**src/rtl/sorted_key_bucket_index_builder_top_assert.svh**
```systemverilog
// assertion macros shared by the index builder modules
// expects clk and rst in the scope where a macro is used
`ifndef SORTED_KEY_BUCKET_INDEX_BUILDER_TOP_ASSERT_SVH
`define SORTED_KEY_BUCKET_INDEX_BUILDER_TOP_ASSERT_SVH

// consequent must hold in the same cycle as the antecedent
`define SKBIB_ASSERT_NOW(label, ante, cons, msg) \
  label: assert property (@(posedge clk) disable iff (rst) (ante) |-> (cons)) \
    else $error(msg);

// consequent must hold in the cycle after the antecedent
`define SKBIB_ASSERT_NEXT(label, ante, cons, msg) \
  label: assert property (@(posedge clk) disable iff (rst) (ante) |=> (cons)) \
    else $error(msg);

`endif

```
**src/rtl/skbib_pkg.sv**
```systemverilog
// shared types and constants of the sorted key bucket index builder
// no dependencies
package skbib_pkg;

  localparam int CFG_W      = 6;
  localparam int KEY_PORT_W = 32;
  localparam int ADDR_W     = 33;
  localparam int LOC_W      = 32;

  localparam logic [CFG_W-1:0] MAX_GROUP_SIZE_RESET = 6'd32;
  localparam logic [CFG_W-1:0] KEY_BITS_RESET       = 6'd26;

  // clears bit 0 of a position before the strand goes in
  localparam logic [LOC_W-1:0] PACK_MASK = 32'hFFFF_FFFE;

  typedef enum logic [0:0] {
    REG_MAX_GROUP_SIZE = 1'b0,
    REG_KEY_BITS       = 1'b1
  } reg_index_t;

  typedef enum logic [1:0] {
    KIND_WRITE = 2'd0,
    KIND_FILL  = 2'd1,
    KIND_ERROR = 2'd2
  } kind_t;

  typedef enum logic [2:0] {
    ST_IDLE,
    ST_DECODE,
    ST_FLUSH_RD,
    ST_FLUSH_WR,
    ST_FILL,
    ST_ERROR
  } state_t;

  typedef enum logic [1:0] {
    EMIT_NONE,
    EMIT_WRITE,
    EMIT_FILL,
    EMIT_ERROR
  } emit_t;

  typedef struct packed {
    logic  latch_item;
    logic  clear_idx;
    logic  rd_en;
    emit_t emit;
    logic  push_same;
    logic  new_group;
    logic  stream_clear;
  } dp_cmd_t;

  typedef struct packed {
    logic is_end;
    logic is_err;
    logic same_key;
    logic flush_needed;
    logic idx_last;
    logic out_free;
  } dp_status_t;

endpackage

```
**src/rtl/skbib_ctrl.sv**
```systemverilog
// controller state machine of the index builder
// depends on skbib_pkg and the assertion macro header
`include "sorted_key_bucket_index_builder_top_assert.svh"

module skbib_ctrl (
  input  logic                   clk,
  input  logic                   rst,
  input  logic                   in_valid,
  output logic                   in_ready,
  input  skbib_pkg::dp_status_t  status,
  output skbib_pkg::dp_cmd_t     cmd
);
  import skbib_pkg::*;

  state_t state;
  state_t state_next;

  always_ff @(posedge clk) begin
    if (rst) begin
      state <= ST_IDLE;
    end else begin
      state <= state_next;
    end
  end

  always_comb begin
    state_next = state;
    case (state)
      ST_IDLE: begin
        if (in_valid) begin
          state_next = ST_DECODE;
        end
      end
      ST_DECODE: begin
        if (status.is_err) begin
          state_next = ST_ERROR;
        end else if (!status.is_end && status.same_key) begin
          state_next = ST_IDLE;
        end else if (status.flush_needed) begin
          state_next = ST_FLUSH_RD;
        end else begin
          state_next = ST_FILL;
        end
      end
      ST_FLUSH_RD: begin
        state_next = ST_FLUSH_WR;
      end
      ST_FLUSH_WR: begin
        if (status.out_free) begin
          state_next = status.idx_last ? ST_FILL : ST_FLUSH_RD;
        end
      end
      ST_FILL, ST_ERROR: begin
        if (status.out_free) begin
          state_next = ST_IDLE;
        end
      end
      default: begin
        state_next = ST_IDLE;
      end
    endcase
  end

  always_comb begin
    cmd      = '0;
    cmd.emit = EMIT_NONE;
    in_ready = 1'b0;
    case (state)
      ST_IDLE: begin
        in_ready       = 1'b1;
        cmd.latch_item = in_valid;
      end
      ST_DECODE: begin
        cmd.clear_idx = 1'b1;
        cmd.push_same = !status.is_err && !status.is_end && status.same_key;
      end
      ST_FLUSH_RD: begin
        cmd.rd_en = 1'b1;
      end
      ST_FLUSH_WR: begin
        if (status.out_free) begin
          cmd.emit = EMIT_WRITE;
        end
      end
      ST_FILL: begin
        if (status.out_free) begin
          cmd.emit         = EMIT_FILL;
          cmd.stream_clear = status.is_end;
          cmd.new_group    = !status.is_end;
        end
      end
      ST_ERROR: begin
        if (status.out_free) begin
          cmd.emit = EMIT_ERROR;
        end
      end
      default: begin
        cmd.emit = EMIT_NONE;
      end
    endcase
  end

  `SKBIB_ASSERT_NOW(a_emit_needs_room, cmd.emit != EMIT_NONE, status.out_free,
    "result emitted while output register is occupied")
  `SKBIB_ASSERT_NEXT(a_read_then_write, state == ST_FLUSH_RD, state == ST_FLUSH_WR,
    "buffer read not followed by its write result")
  `SKBIB_ASSERT_NEXT(a_latch_then_decode, cmd.latch_item, state == ST_DECODE,
    "accepted item not decoded next cycle")

endmodule

```
**src/rtl/skbib_dp.sv**
```systemverilog
// datapath of the index builder: config, stream state, group buffer, output register
// depends on skbib_pkg and the assertion macro header
`include "sorted_key_bucket_index_builder_top_assert.svh"

module skbib_dp #(
  parameter int MAX_GROUP = 32,
  parameter int KEY_WIDTH = 32
) (
  input  logic                                clk,
  input  logic                                rst,
  input  logic                                cfg_we,
  input  logic [0:0]                          cfg_index,
  input  logic [skbib_pkg::CFG_W-1:0]         cfg_data,
  input  logic                                cmd_in,
  input  logic [skbib_pkg::KEY_PORT_W-1:0]    key,
  input  logic [skbib_pkg::LOC_W-1:0]         position,
  input  logic                                strand,
  input  skbib_pkg::dp_cmd_t                  cmd,
  output skbib_pkg::dp_status_t               status,
  output logic                                out_valid,
  input  logic                                out_ready,
  output logic [1:0]                          kind,
  output logic [skbib_pkg::ADDR_W-1:0]        start_addr,
  output logic [skbib_pkg::ADDR_W-1:0]        end_addr,
  output logic [skbib_pkg::LOC_W-1:0]         value,
  output logic                                last
);
  import skbib_pkg::*;

  localparam int GW = $clog2(MAX_GROUP + 2);
  localparam int AW = (MAX_GROUP > 1) ? $clog2(MAX_GROUP) : 1;
  localparam int LW = (GW > CFG_W) ? GW : CFG_W;

  // configuration
  logic [CFG_W-1:0] cfg_max;
  logic [CFG_W-1:0] cfg_kbits;

  // held item
  logic                  item_cmd;
  logic [KEY_PORT_W-1:0] item_key;
  logic [LOC_W-1:0]      item_pos;
  logic                  item_strand;

  // stream state
  logic [KEY_WIDTH-1:0] cur_key;
  logic                 started;
  logic [GW-1:0]        gs;
  logic [GW-1:0]        gs_next;
  logic [LOC_W-1:0]     loc_count;
  logic [GW-1:0]        idx;

  // group buffer
  logic [LOC_W-1:0] mem [MAX_GROUP];
  logic [LOC_W-1:0] rd_data;
  logic             mem_we;
  logic [GW-1:0]    base;

  logic [CFG_W-1:0]  kb;
  logic [ADDR_W-1:0] tsize;
  logic [GW-1:0]     eff;
  logic [GW-1:0]     idx_inc;
  logic [LOC_W-1:0]  packed_loc;
  logic              push_en;
  logic              out_free;

  always_ff @(posedge clk) begin
    if (rst) begin
      cfg_max   <= MAX_GROUP_SIZE_RESET;
      cfg_kbits <= KEY_BITS_RESET;
    end else if (cfg_we) begin
      case (reg_index_t'(cfg_index))
        REG_MAX_GROUP_SIZE: cfg_max   <= cfg_data;
        REG_KEY_BITS:       cfg_kbits <= cfg_data;
        default:            cfg_max   <= cfg_max;
      endcase
    end
  end

  always_ff @(posedge clk) begin
    if (cmd.latch_item) begin
      item_cmd    <= cmd_in;
      item_key    <= key;
      item_pos    <= position;
      item_strand <= strand;
    end
  end

  always_comb begin
    kb = (cfg_kbits > CFG_W'(KEY_WIDTH)) ? CFG_W'(KEY_WIDTH) : cfg_kbits;
    tsize = ADDR_W'(1) << kb;
    eff = (LW'(cfg_max) > LW'(MAX_GROUP)) ? GW'(MAX_GROUP) : GW'(cfg_max);
    idx_inc = idx + GW'(1);
    packed_loc = (item_pos & PACK_MASK) | LOC_W'(item_strand);
    out_free = !out_valid || out_ready;

    status.is_end       = item_cmd;
    status.is_err       = !item_cmd && (({1'b0, item_key} >= tsize) ||
                          (started && item_key < KEY_PORT_W'(cur_key)));
    status.same_key     = started && (item_key == KEY_PORT_W'(cur_key));
    status.flush_needed = started && (gs != '0) && (gs <= eff);
    status.idx_last     = (idx_inc == gs);
    status.out_free     = out_free;
  end

  // push a packed location into the open group or mark it too large; clear at end
  always_comb begin
    push_en = cmd.push_same || cmd.new_group;
    base    = cmd.new_group ? '0 : gs;
    mem_we  = push_en && (base < eff);
    gs_next = gs;
    if (cmd.stream_clear) begin
      gs_next = '0;
    end else if (push_en) begin
      gs_next = (base < eff) ? base + GW'(1) : GW'(MAX_GROUP + 1);
    end
  end

  always_ff @(posedge clk) begin
    if (mem_we) begin
      mem[base[AW-1:0]] <= packed_loc;
    end
    if (cmd.rd_en) begin
      rd_data <= mem[idx[AW-1:0]];
    end
  end

  always_ff @(posedge clk) begin
    if (rst) begin
      cur_key   <= '0;
      started   <= 1'b0;
      gs        <= '0;
      loc_count <= '0;
      idx       <= '0;
    end else begin
      gs <= gs_next;
      if (cmd.stream_clear) begin
        cur_key   <= '0;
        started   <= 1'b0;
        loc_count <= '0;
      end else if (cmd.new_group) begin
        cur_key <= item_key[KEY_WIDTH-1:0];
        started <= 1'b1;
      end
      if (cmd.clear_idx) begin
        idx <= '0;
      end else if (cmd.emit == EMIT_WRITE) begin
        idx       <= idx_inc;
        loc_count <= loc_count + LOC_W'(1);
      end
    end
  end

  // output register
  always_ff @(posedge clk) begin
    if (rst) begin
      out_valid <= 1'b0;
    end else if (cmd.emit != EMIT_NONE) begin
      out_valid <= 1'b1;
    end else if (out_ready) begin
      out_valid <= 1'b0;
    end
  end

  always_ff @(posedge clk) begin
    case (cmd.emit)
      EMIT_WRITE: begin
        kind       <= KIND_WRITE;
        start_addr <= {1'b0, loc_count};
        end_addr   <= '0;
        value      <= rd_data;
        last       <= 1'b0;
      end
      EMIT_FILL: begin
        kind       <= KIND_FILL;
        start_addr <= ADDR_W'(cur_key);
        end_addr   <= item_cmd ? tsize : {1'b0, item_key};
        value      <= loc_count;
        last       <= 1'b1;
      end
      EMIT_ERROR: begin
        kind       <= KIND_ERROR;
        start_addr <= {1'b0, item_key};
        end_addr   <= '0;
        value      <= '0;
        last       <= 1'b1;
      end
      default: begin
        kind <= kind;
      end
    endcase
  end

  `SKBIB_ASSERT_NOW(a_gs_range, 1'b1, gs <= GW'(MAX_GROUP + 1),
    "group size beyond saturation value")
  `SKBIB_ASSERT_NOW(a_write_in_group, cmd.emit == EMIT_WRITE, (gs <= eff) && (idx < gs),
    "location write outside a kept group")
  `SKBIB_ASSERT_NEXT(a_clear_resets, cmd.stream_clear,
    (loc_count == '0) && !started && (gs == '0),
    "stream state not cleared after end item")

endmodule

```
**src/rtl/sorted_key_bucket_index_builder_top.sv**
```systemverilog
// top level of the sorted key bucket index builder
// depends on skbib_pkg, skbib_ctrl and skbib_dp
//
//   channel  | handshake              | payload
//   ---------+------------------------+------------------------------------------
//   input    | in_valid / in_ready    | cmd, key, position, strand
//   output   | out_valid / out_ready  | kind, start_addr, end_addr, value, last
//   config   | cfg_we                 | cfg_index, cfg_data
//
// a tuple with the current key: accept, then decode and push
// a key change or end item: decode, read and write each kept tuple, then fill;
//   the group buffer has one read port and each location write needs a read
// errors and groups without writes: accept, decode, then one result
// rst is synchronous; it restores config defaults and an empty stream
// a stalled output only holds the block when a new result must be loaded

module sorted_key_bucket_index_builder_top #(
  parameter int MAX_GROUP = 32,
  parameter int KEY_WIDTH = 32
) (
  input  logic                                clk,
  input  logic                                rst,
  // config write port
  input  logic                                cfg_we,
  input  logic [0:0]                          cfg_index,
  input  logic [skbib_pkg::CFG_W-1:0]         cfg_data,
  // input item channel
  input  logic                                in_valid,
  output logic                                in_ready,
  input  logic                                cmd,
  input  logic [skbib_pkg::KEY_PORT_W-1:0]    key,
  input  logic [skbib_pkg::LOC_W-1:0]         position,
  input  logic                                strand,
  // result channel
  output logic                                out_valid,
  input  logic                                out_ready,
  output logic [1:0]                          kind,
  output logic [skbib_pkg::ADDR_W-1:0]        start_addr,
  output logic [skbib_pkg::ADDR_W-1:0]        end_addr,
  output logic [skbib_pkg::LOC_W-1:0]         value,
  output logic                                last
);
  import skbib_pkg::*;

  // commands from the controller, status back from the datapath
  dp_cmd_t    dp_cmd;
  dp_status_t dp_status;

  // sequencer: decode, buffer reads for the flush, fill and error results
  skbib_ctrl u_ctrl (
    .clk      (clk),
    .rst      (rst),
    .in_valid (in_valid),
    .in_ready (in_ready),
    .status   (dp_status),
    .cmd      (dp_cmd)
  );

  // stream state, group buffer and the output register
  skbib_dp #(
    .MAX_GROUP (MAX_GROUP),
    .KEY_WIDTH (KEY_WIDTH)
  ) u_dp (
    .clk        (clk),
    .rst        (rst),
    .cfg_we     (cfg_we),
    .cfg_index  (cfg_index),
    .cfg_data   (cfg_data),
    .cmd_in     (cmd),
    .key        (key),
    .position   (position),
    .strand     (strand),
    .cmd        (dp_cmd),
    .status     (dp_status),
    .out_valid  (out_valid),
    .out_ready  (out_ready),
    .kind       (kind),
    .start_addr (start_addr),
    .end_addr   (end_addr),
    .value      (value),
    .last       (last)
  );

endmodule
```
**config.mk**
```make
export PLATFORM = sky130hd
export DESIGN_NAME = sorted_key_bucket_index_builder_top
export DESIGN_NICKNAME = d
export VERILOG_FILES = /design/src/rtl/skbib_pkg.sv /design/src/rtl/skbib_ctrl.sv /design/src/rtl/skbib_dp.sv /design/src/rtl/sorted_key_bucket_index_builder_top.sv
export VERILOG_INCLUDE_DIRS = /design/src /design/src/rtl
export SDC_FILE = /design/constraint.sdc
export NUM_CORES = 1
export LEC_CHECK = 0
export ABC_CLOCK_PERIOD_IN_PS = 10800
export BUFFER_PORTS_ARGS = -buffer_cell sky130_fd_sc_hd__buf_2
export CAP_MARGIN = 20
export CORE_UTILIZATION = 45
export DETAILED_ROUTE_END_ITERATION = 12
export PLACE_DENSITY = 0.61
export SLEW_MARGIN = 20
export SYNTH_ARGS = -nofsm -noshare
export SYNTH_HDL_FRONTEND = slang
export SYNTH_SLANG_ARGS = --single-unit
```
**constraint.sdc**
```tcl
create_clock -name clk -period 10.8 [get_ports clk]
set_input_delay 0.54 -clock clk [delete_from_list [all_inputs] [get_ports clk]]
set_output_delay 0.54 -clock clk [all_outputs]
set_load 0.02 [all_outputs]
```
==> results of run 1 <==
synthesized netlist by cell type (all sizes together) (3+ instances only):
cell type | instances | area (um^2)
edfxtp | 1221 | 36700
mux4 | 320 | 7210
nand2 | 252 | 946
clkbuf | 108 | 405
a21oi | 102 | 510
nor2 | 101 | 379
dfxtp | 93 | 1860
ha | 81 | 1010
nand3 | 66 | 330
o21ai | 57 | 285
inv | 49 | 184
buf | 43 | 209
mux2i | 43 | 430
nand2b | 41 | 257
mux2 | 37 | 417
nand3b | 35 | 263
nand4 | 22 | 144
nor3 | 19 | 121
xor2 | 16 | 140
and3 | 15 | 93.8
nor2b | 10 | 62.6
o211ai | 10 | 90.1
o21a | 9 | 67.6
or3 | 8 | 55.1
and2 | 7 | 43.8
a211oi | 6 | 45.0
a21o | 6 | 45.0
nor4 | 6 | 43.8
xnor2 | 6 | 52.6
a2111oi | 5 | 68.8
a211o | 4 | 35.0
nor3b | 4 | 30.0
or2 | 4 | 25.0
a221oi | 3 | 26.3
timing repair:
item,4_1_cts,5_1_grt
hold buffers,64,0
buffers inserted,0,0
endpoints found under the hold margin,64,0
cell families (layout without fill, tap and decap cells):
group                    after synthesis  in the layout  share of synthesized area, %
AO/OA/AOI/OAI                        222            222                          2.54
XOR/XNOR                              22             22                         0.365
flip-flops                          1314           1314                          72.9
AND/OR/NAND/NOR                      601            601                          5.49
buffers and inverters                200            597                          1.51
adder cells (fa/ha/maj)               81             81                          1.92
multiplexers                         400            400                          15.2
other                                  1              1                       0.00710
layout make-up:
cell class | count | area [um^2] | share of cell area [%]
repair buffers | 298 | 1980 | 3.25
clock inverters | 87 | 885 | 1.45
inverters | 49 | 184 | 0.302
multi-input cells | 1327 | 13800 | 22.7
clock buffers | 163 | 3570 | 5.86
well taps | 1524 | 1910 | 3.13
flip-flops and latches | 1314 | 38500 | 63.3
flip-flops by register name (all words and copies together), names as in the netlist:
name	count
u_dp.mem	1024
u_dp.end_addr	33
u_dp.cur_key	32
u_dp.item_key	32
u_dp.loc_count	32
u_dp.rd_data	32
u_dp.start_addr	32
u_dp.value	32
u_dp.item_pos	31
u_dp.cfg_kbits	6
u_dp.cfg_max	6
u_dp.gs	6
u_dp.idx	6
u_ctrl.state	3
u_dp.kind	2
u_dp.item_cmd	1
u_dp.item_strand	1
u_dp.last	1
u_dp.out_valid	1
u_dp.started	1
worst max-delay path by stage:
stage / endpoint / slack, ns
after floorplan: u_dp.end_addr[0] / 5.33
after global placement: u_dp.mem[19][3] / 4.51
after detailed placement: u_dp.mem[19][31] / 4.46
after CTS: u_dp.mem[19][0] / 4.45
after global routing: u_dp.mem[19][0] / 4.00
final: u_dp.mem[19][0] / 4.41
worst max-delay path, delay by kind of cell, from the launching register on:
| kind | cells | cell delay (ns) |
|---|---|---|
| AND/OR/NAND/NOR | 4 | 2.24 |
| AO/OA/AOI/OAI | 7 | 2.08 |
| flip-flops | 1 | 0.70 |
| buffers and inverters | 2 | 0.65 |
| adder cells (fa/ha/maj) | 1 | 0.35 |
report_power, final:
group / internal (uW) / switching [uW]
Sequential: 5670 / 126
Clock: 2610 / 2020
Combinational: 122 / 221
Total: 8410 / 2360
through the flow:
step                instances  hold WS [ns]  power (uW)
CTS                      4762       0.00670       10900
finish                   4762        0.0346       10800
floorplan                2841         0.449        6060
global placement         4448         0.455        6200
global route             4762       0.00584       11100
detailed placement       4448         0.465        6230
routing by layer:
metal  vias to the layer above  share of wire [%]  GRT usage, %
li1                      12000                  -             -
met1                     14600                 43          31.8
met2                       958                 48          35.9
met3                       203                5.6          3.24
met4                         0                2.7          7.29
met5                         -                  0             0
==> reports/metrics.yaml, run 1 <==
power_and_ir_drop:
  p_per_area_nw_per_um2: 177
  p_leak_uw: 0.0192
  vdd_ir_drop_max_v: 0.000154
grt:
  grt_usage_pct: 22.4
  grt_pass1_vias: 27900
  antenna_found_initial: 2
  overflow: 0
  grt_max_degree: 119
  grt_pass1_wl_mm: 191
clock_tree:
  htree_levels: 4
  cts_buffers: 138
  clock_path_buffers: 3
  clk_pin_slew_ns: 0.06
  cts_resized: 0
  cts.sinks: 1314
  clkLatencyLatePin_ns: 0.77
  clockRootBuffer: "clkbuf_16"
  cts_tree: "built"
worst_setup_path:
  reg2reg_setup_slack_ns: 4.41
  cpMostUsedCell: "a21oi_1"
  critPathArrivalTime_ns: 6.79
  worstPathRequired_ns: 11.20
  cp-start-kind: "flip-flop"
  worst_path_largest_cell_delay_ns: 0.81
  rr_startpoint: "u_dp.cfg_kbits[5]"
  regToRegEndpoint: "u_dp.mem[19][0]"
  path_cells: "inv_1, a21oi_1, nor2b_1, nand2_1, ha_1, a21oi_1, o21a_1, o211ai_1, a221oi_1, o2bb2ai_1, nor4b_4, o211ai_2, nor2_4, buf_4"
  crit_slowest_cell: "nor4b_4"
  crit_type: "reg -> reg"
  path_max_fanout: 19
  crit_start: "u_dp.cfg_kbits[5]"
  end_kind: "flip-flop"
  reg2regPathDepth: 14
floorplanning:
  ios: 181
  core_um2: 116000
  die-area_um2: 119000
  die_h_um: 345
  initial_utilization_pct: 45.4
  rows: 125
  die_w_um: 345
final_layout:
  nets: 3287
  final_common_cell: "edfxtp_1"
  syn_to_final_growth_pct: 15.2
  drive_above_1_share_pct: 26.4
  antenna_cells: 0
  fill_cells: 9185
  fin_util_pct: 52.3
  layout_common_cells: "edfxtp_1, mux4_2, nand2_1"
  final_cell_area_um2: 60900
logic_synthesis:
  synth.avg_cell_area_um2: 18.6
  yosys_warnings: 0
  synth-edff-count: 1221
  ys_seq_area_share_pct: 72.9
  synth_top_flop_cell: "edfxtp_1"
  syn_inst: 2841
  synth_cell_type_count: 71
  synth_nets: 3000
  synth-seq-cells: 1314
  synthesis.area_um2: 52800
  postSynth.asyncResetShare_pct: 0
drt:
  route.detailed.drc: 0
  routedWlPerCell_um: 27.6
  vias_per_cell: 5.81
  routed_wl_mm: 131
  drtIter0Drc: 2765
  vias: 27700
  ant_nets: 0
  dr.pass1.iters: 5
timing:
  setup_violations: 0
  fmax_mhz: 157
  rsz0062_at_grt: "no"
  tightest_slew_ns: 1.13
  fin_setup_tns_ns: 0
  finalCritPeriodShare_pct: 59.1
  relSlewSlack_pct: 24.0
  maxSlewViolCount: 0
  finalWorstSetupSlack_ns: 4.41
  skew_ns: 0.0398
  hold_violations: 0
  fin_crit_ns: 6.39
place:
  place_hpwl_mm: 72.7
  io_buffers: 178
  dpl_cell_area_um2: 55800
  place_ws_ns: 4.46
  gp_congestion: 0.863
worst_hold_path:
  hold_end: "u_dp.item_pos[25]"
  holdPathStages: 1
  hold_start: "position[25]"
  worst_hold_path_type: "in -> reg"
run:
  cap_viol_max_count: 0
outcome:
  status: "finished, final reports clean"
Note: power is estimated with default switching activity, not from simulation.
==> inputs of run 2 (changes only) <==
--- a/config.mk
+++ b/config.mk
@@ -6,12 +6,12 @@
 export SDC_FILE = /design/constraint.sdc
 export NUM_CORES = 1
 export LEC_CHECK = 0
-export ABC_CLOCK_PERIOD_IN_PS = 10800
+export ABC_CLOCK_PERIOD_IN_PS = 5100
 export BUFFER_PORTS_ARGS = -buffer_cell sky130_fd_sc_hd__buf_2
 export CAP_MARGIN = 20
 export CORE_UTILIZATION = 45
 export DETAILED_ROUTE_END_ITERATION = 12
-export PLACE_DENSITY = 0.61
+export PLACE_DENSITY = 0.63
 export SLEW_MARGIN = 20
 export SYNTH_ARGS = -nofsm -noshare
 export SYNTH_HDL_FRONTEND = slang
==> constraint.sdc (replaced) <==
create_clock -name clk -period 5.1 [get_ports clk]
set_input_delay 0.255 -clock clk [delete_from_list [all_inputs] [get_ports clk]]
set_output_delay 0.255 -clock clk [all_outputs]
set_load 0.02 [all_outputs]
==> reports/metrics.yaml, run 2 (synthesis results as in run 1) <==
outcome:
  status: "finished, final reports clean"
clock_tree:
  cts_buffers: 137  # -0.72%
  clk_pin_slew_ns: 0.06  # about the same
  cts_tree: "built"
  cts.sinks: 1314  # unchanged
  clkLatencyLatePin_ns: 0.75  # -0.02 ns
  cts_resized: 0  # unchanged
  htree_levels: 4  # unchanged
  post_cts_buffers: 0  # unchanged
  clock_path_buffers: 3  # unchanged
  hold_buffers: 77  # +20%
  clockRootBuffer: "clkbuf_16"
worst_setup_path:
  cp-start-kind: "flip-flop"
  worstPathRequired_ns: 5.49  # -5.71 ns
  crit_type: "reg -> reg"
  end_kind: "flip-flop"
  path_max_fanout: 20  # +1
  critPathArrivalTime_ns: 5.09  # -1.70 ns
floorplanning:
  initial_utilization_pct: 45.4  # unchanged
  ios: 181  # unchanged
  die_w_um: 345  # unchanged
  die_h_um: 345  # unchanged
  die-area_um2: 119000  # unchanged
  rows: 125  # unchanged
  core_um2: 116000  # unchanged
timing:
  finalCritPeriodShare_pct: 92.0  # +33 points
  finalWorstSetupSlack_ns: 0.407  # -4.01 ns
  relSlewSlack_pct: 23.6  # -0.33 points
  setup_violations: 0  # unchanged
  maxSlewViolCount: 0  # unchanged
  hold_violations: 0  # unchanged
  tightest_slew_ns: 1.15  # +0.0137 ns
  fin_setup_tns_ns: 0  # unchanged
  holdWs_ns: 0.0750  # +0.0404 ns
  rsz0062_at_grt: "no"
  skew_ns: 0.0364  # -0.00334 ns
  fin_crit_ns: 4.69  # -1.69 ns
  fmax_mhz: 213  # +36%
place:
  place_ws_ns: 0.490  # -3.97 ns
  dp_cells: 4501  # +1.2%
  io_buffers: 178  # unchanged
  place_hpwl_mm: 82.1  # +13%
  gp_congestion: 0.859  # -0.50%
power_and_ir_drop:
  p_per_area_nw_per_um2: 369  # +110%
  p_leak_uw: 0.0198  # +3.1%
  vdd_ir_drop_max_v: 0.000429  # +180%
grt:
  grt_max_degree: 99  # -17%
  grt_usage_pct: 21.7  # -0.69 points
  overflow: 0  # unchanged
  grt_pass1_vias: 27800  # -0.35%
  grt_pass1_wl_mm: 187  # -2.0%
  antenna_found_initial: 6  # +4
drt:
  drtIter0Drc: 2804  # +1.4%
  vias: 27800  # +0.51%
  routedWlPerCell_um: 26.4  # -4.4%
  dr.pass1.iters: 7  # +2
  routed_wl_mm: 128  # -2.5%
  ant_nets: 0  # unchanged
  vias_per_cell: 5.73  # -1.5%
  route.detailed.drc: 0  # unchanged
final_layout:
  fin_util_pct: 53.4  # +1.0 points
  nets: 3378  # +2.8%
  layout_common_cells: "edfxtp_1, mux4_2, nand2_1"
  largest_reg_flops: 1024  # unchanged
  fin_cells: 4858  # +2.0%
  syn_to_final_growth_pct: 17.5
  final_common_cell: "edfxtp_1"
  drive_above_1_share_pct: 27.7  # +1.3 points
run:
  cap_viol_max_count: 0  # unchanged
worst_hold_path:
  worst_hold_path_type: "in -> reg"
-- run 2: changes by cell type in the layout (fill, tap and decap cells not counted), moves of 8 or more --
cell and delta:
buf_4 +33, buf_8 +21, buf_12 +19, dlygate4sd3_1 +13
clkinv_2 -9, clkbuf_1 +8
-- run 2: area by class of cell --
cell class,count,area (um^2)
Fill cell,8968,54300
Sequential cell,1314,38500
Multi-Input combinational cell,1327,13800
Clock buffer,172,3590
Timing Repair Buffer,390,3220
Tap cell,1524,1910
Clock inverter,81,851
Inverter,49,184
Antenna cell,1,2.50
-- run 2: metal layers --
layer,up-vias,GRT usage [%],share of wire [%]
met3,148,3.41,6.4
met5,-,0,0
met4,0,5.90,2.2
met1,14500,30.6,43
met2,1017,35.4,49
li1,12200,-,-
-- run 2: where the power goes --
group	total [uW]	internal (uW)	switching [uW]
registers	12200	12000	183
logic	945	330	615
clock network	9810	5580	4230
-- run 2: worst paths after layout --
path	start	endpoint	slack, ns	depth (start not counted)
setup reg to reg	u_dp.cfg_kbits[0]	u_dp.mem[22][19]	0.41	15
setup / recovery	u_dp.cfg_kbits[0]	u_dp.mem[22][19]	0.41	15
hold reg to reg	u_dp.cur_key[17]	u_dp.cur_key[17]	0.47	2
hold / removal	rst	u_dp.loc_count[30]	0.08	2
-- run 2: metrics by stage --
stage,area [um^2],total power [uW]
after detailed placement,56400,13300
final,62100,22900
after CTS,61600,23100
after floorplan,52800,12800
after global placement,56400,13200
after global routing,62100,23700
-- run 2: worst max-delay path, cell delays in order, from the launching register on --
cell and delay [ns]:
dfxtp_1 0.46, nand2b_1 0.17, nor3_1 0.50, buf_4 0.24, nand2_1 0.06, ha_1 0.21, a211o_1 0.29, a21oi_1 0.14
o211ai_1 0.11, a221oi_1 0.42, o2bb2ai_1 0.27, nor4b_4 0.54, o211ai_1 0.19, buf_4 0.27, nor2_4 0.14, buf_4 0.33
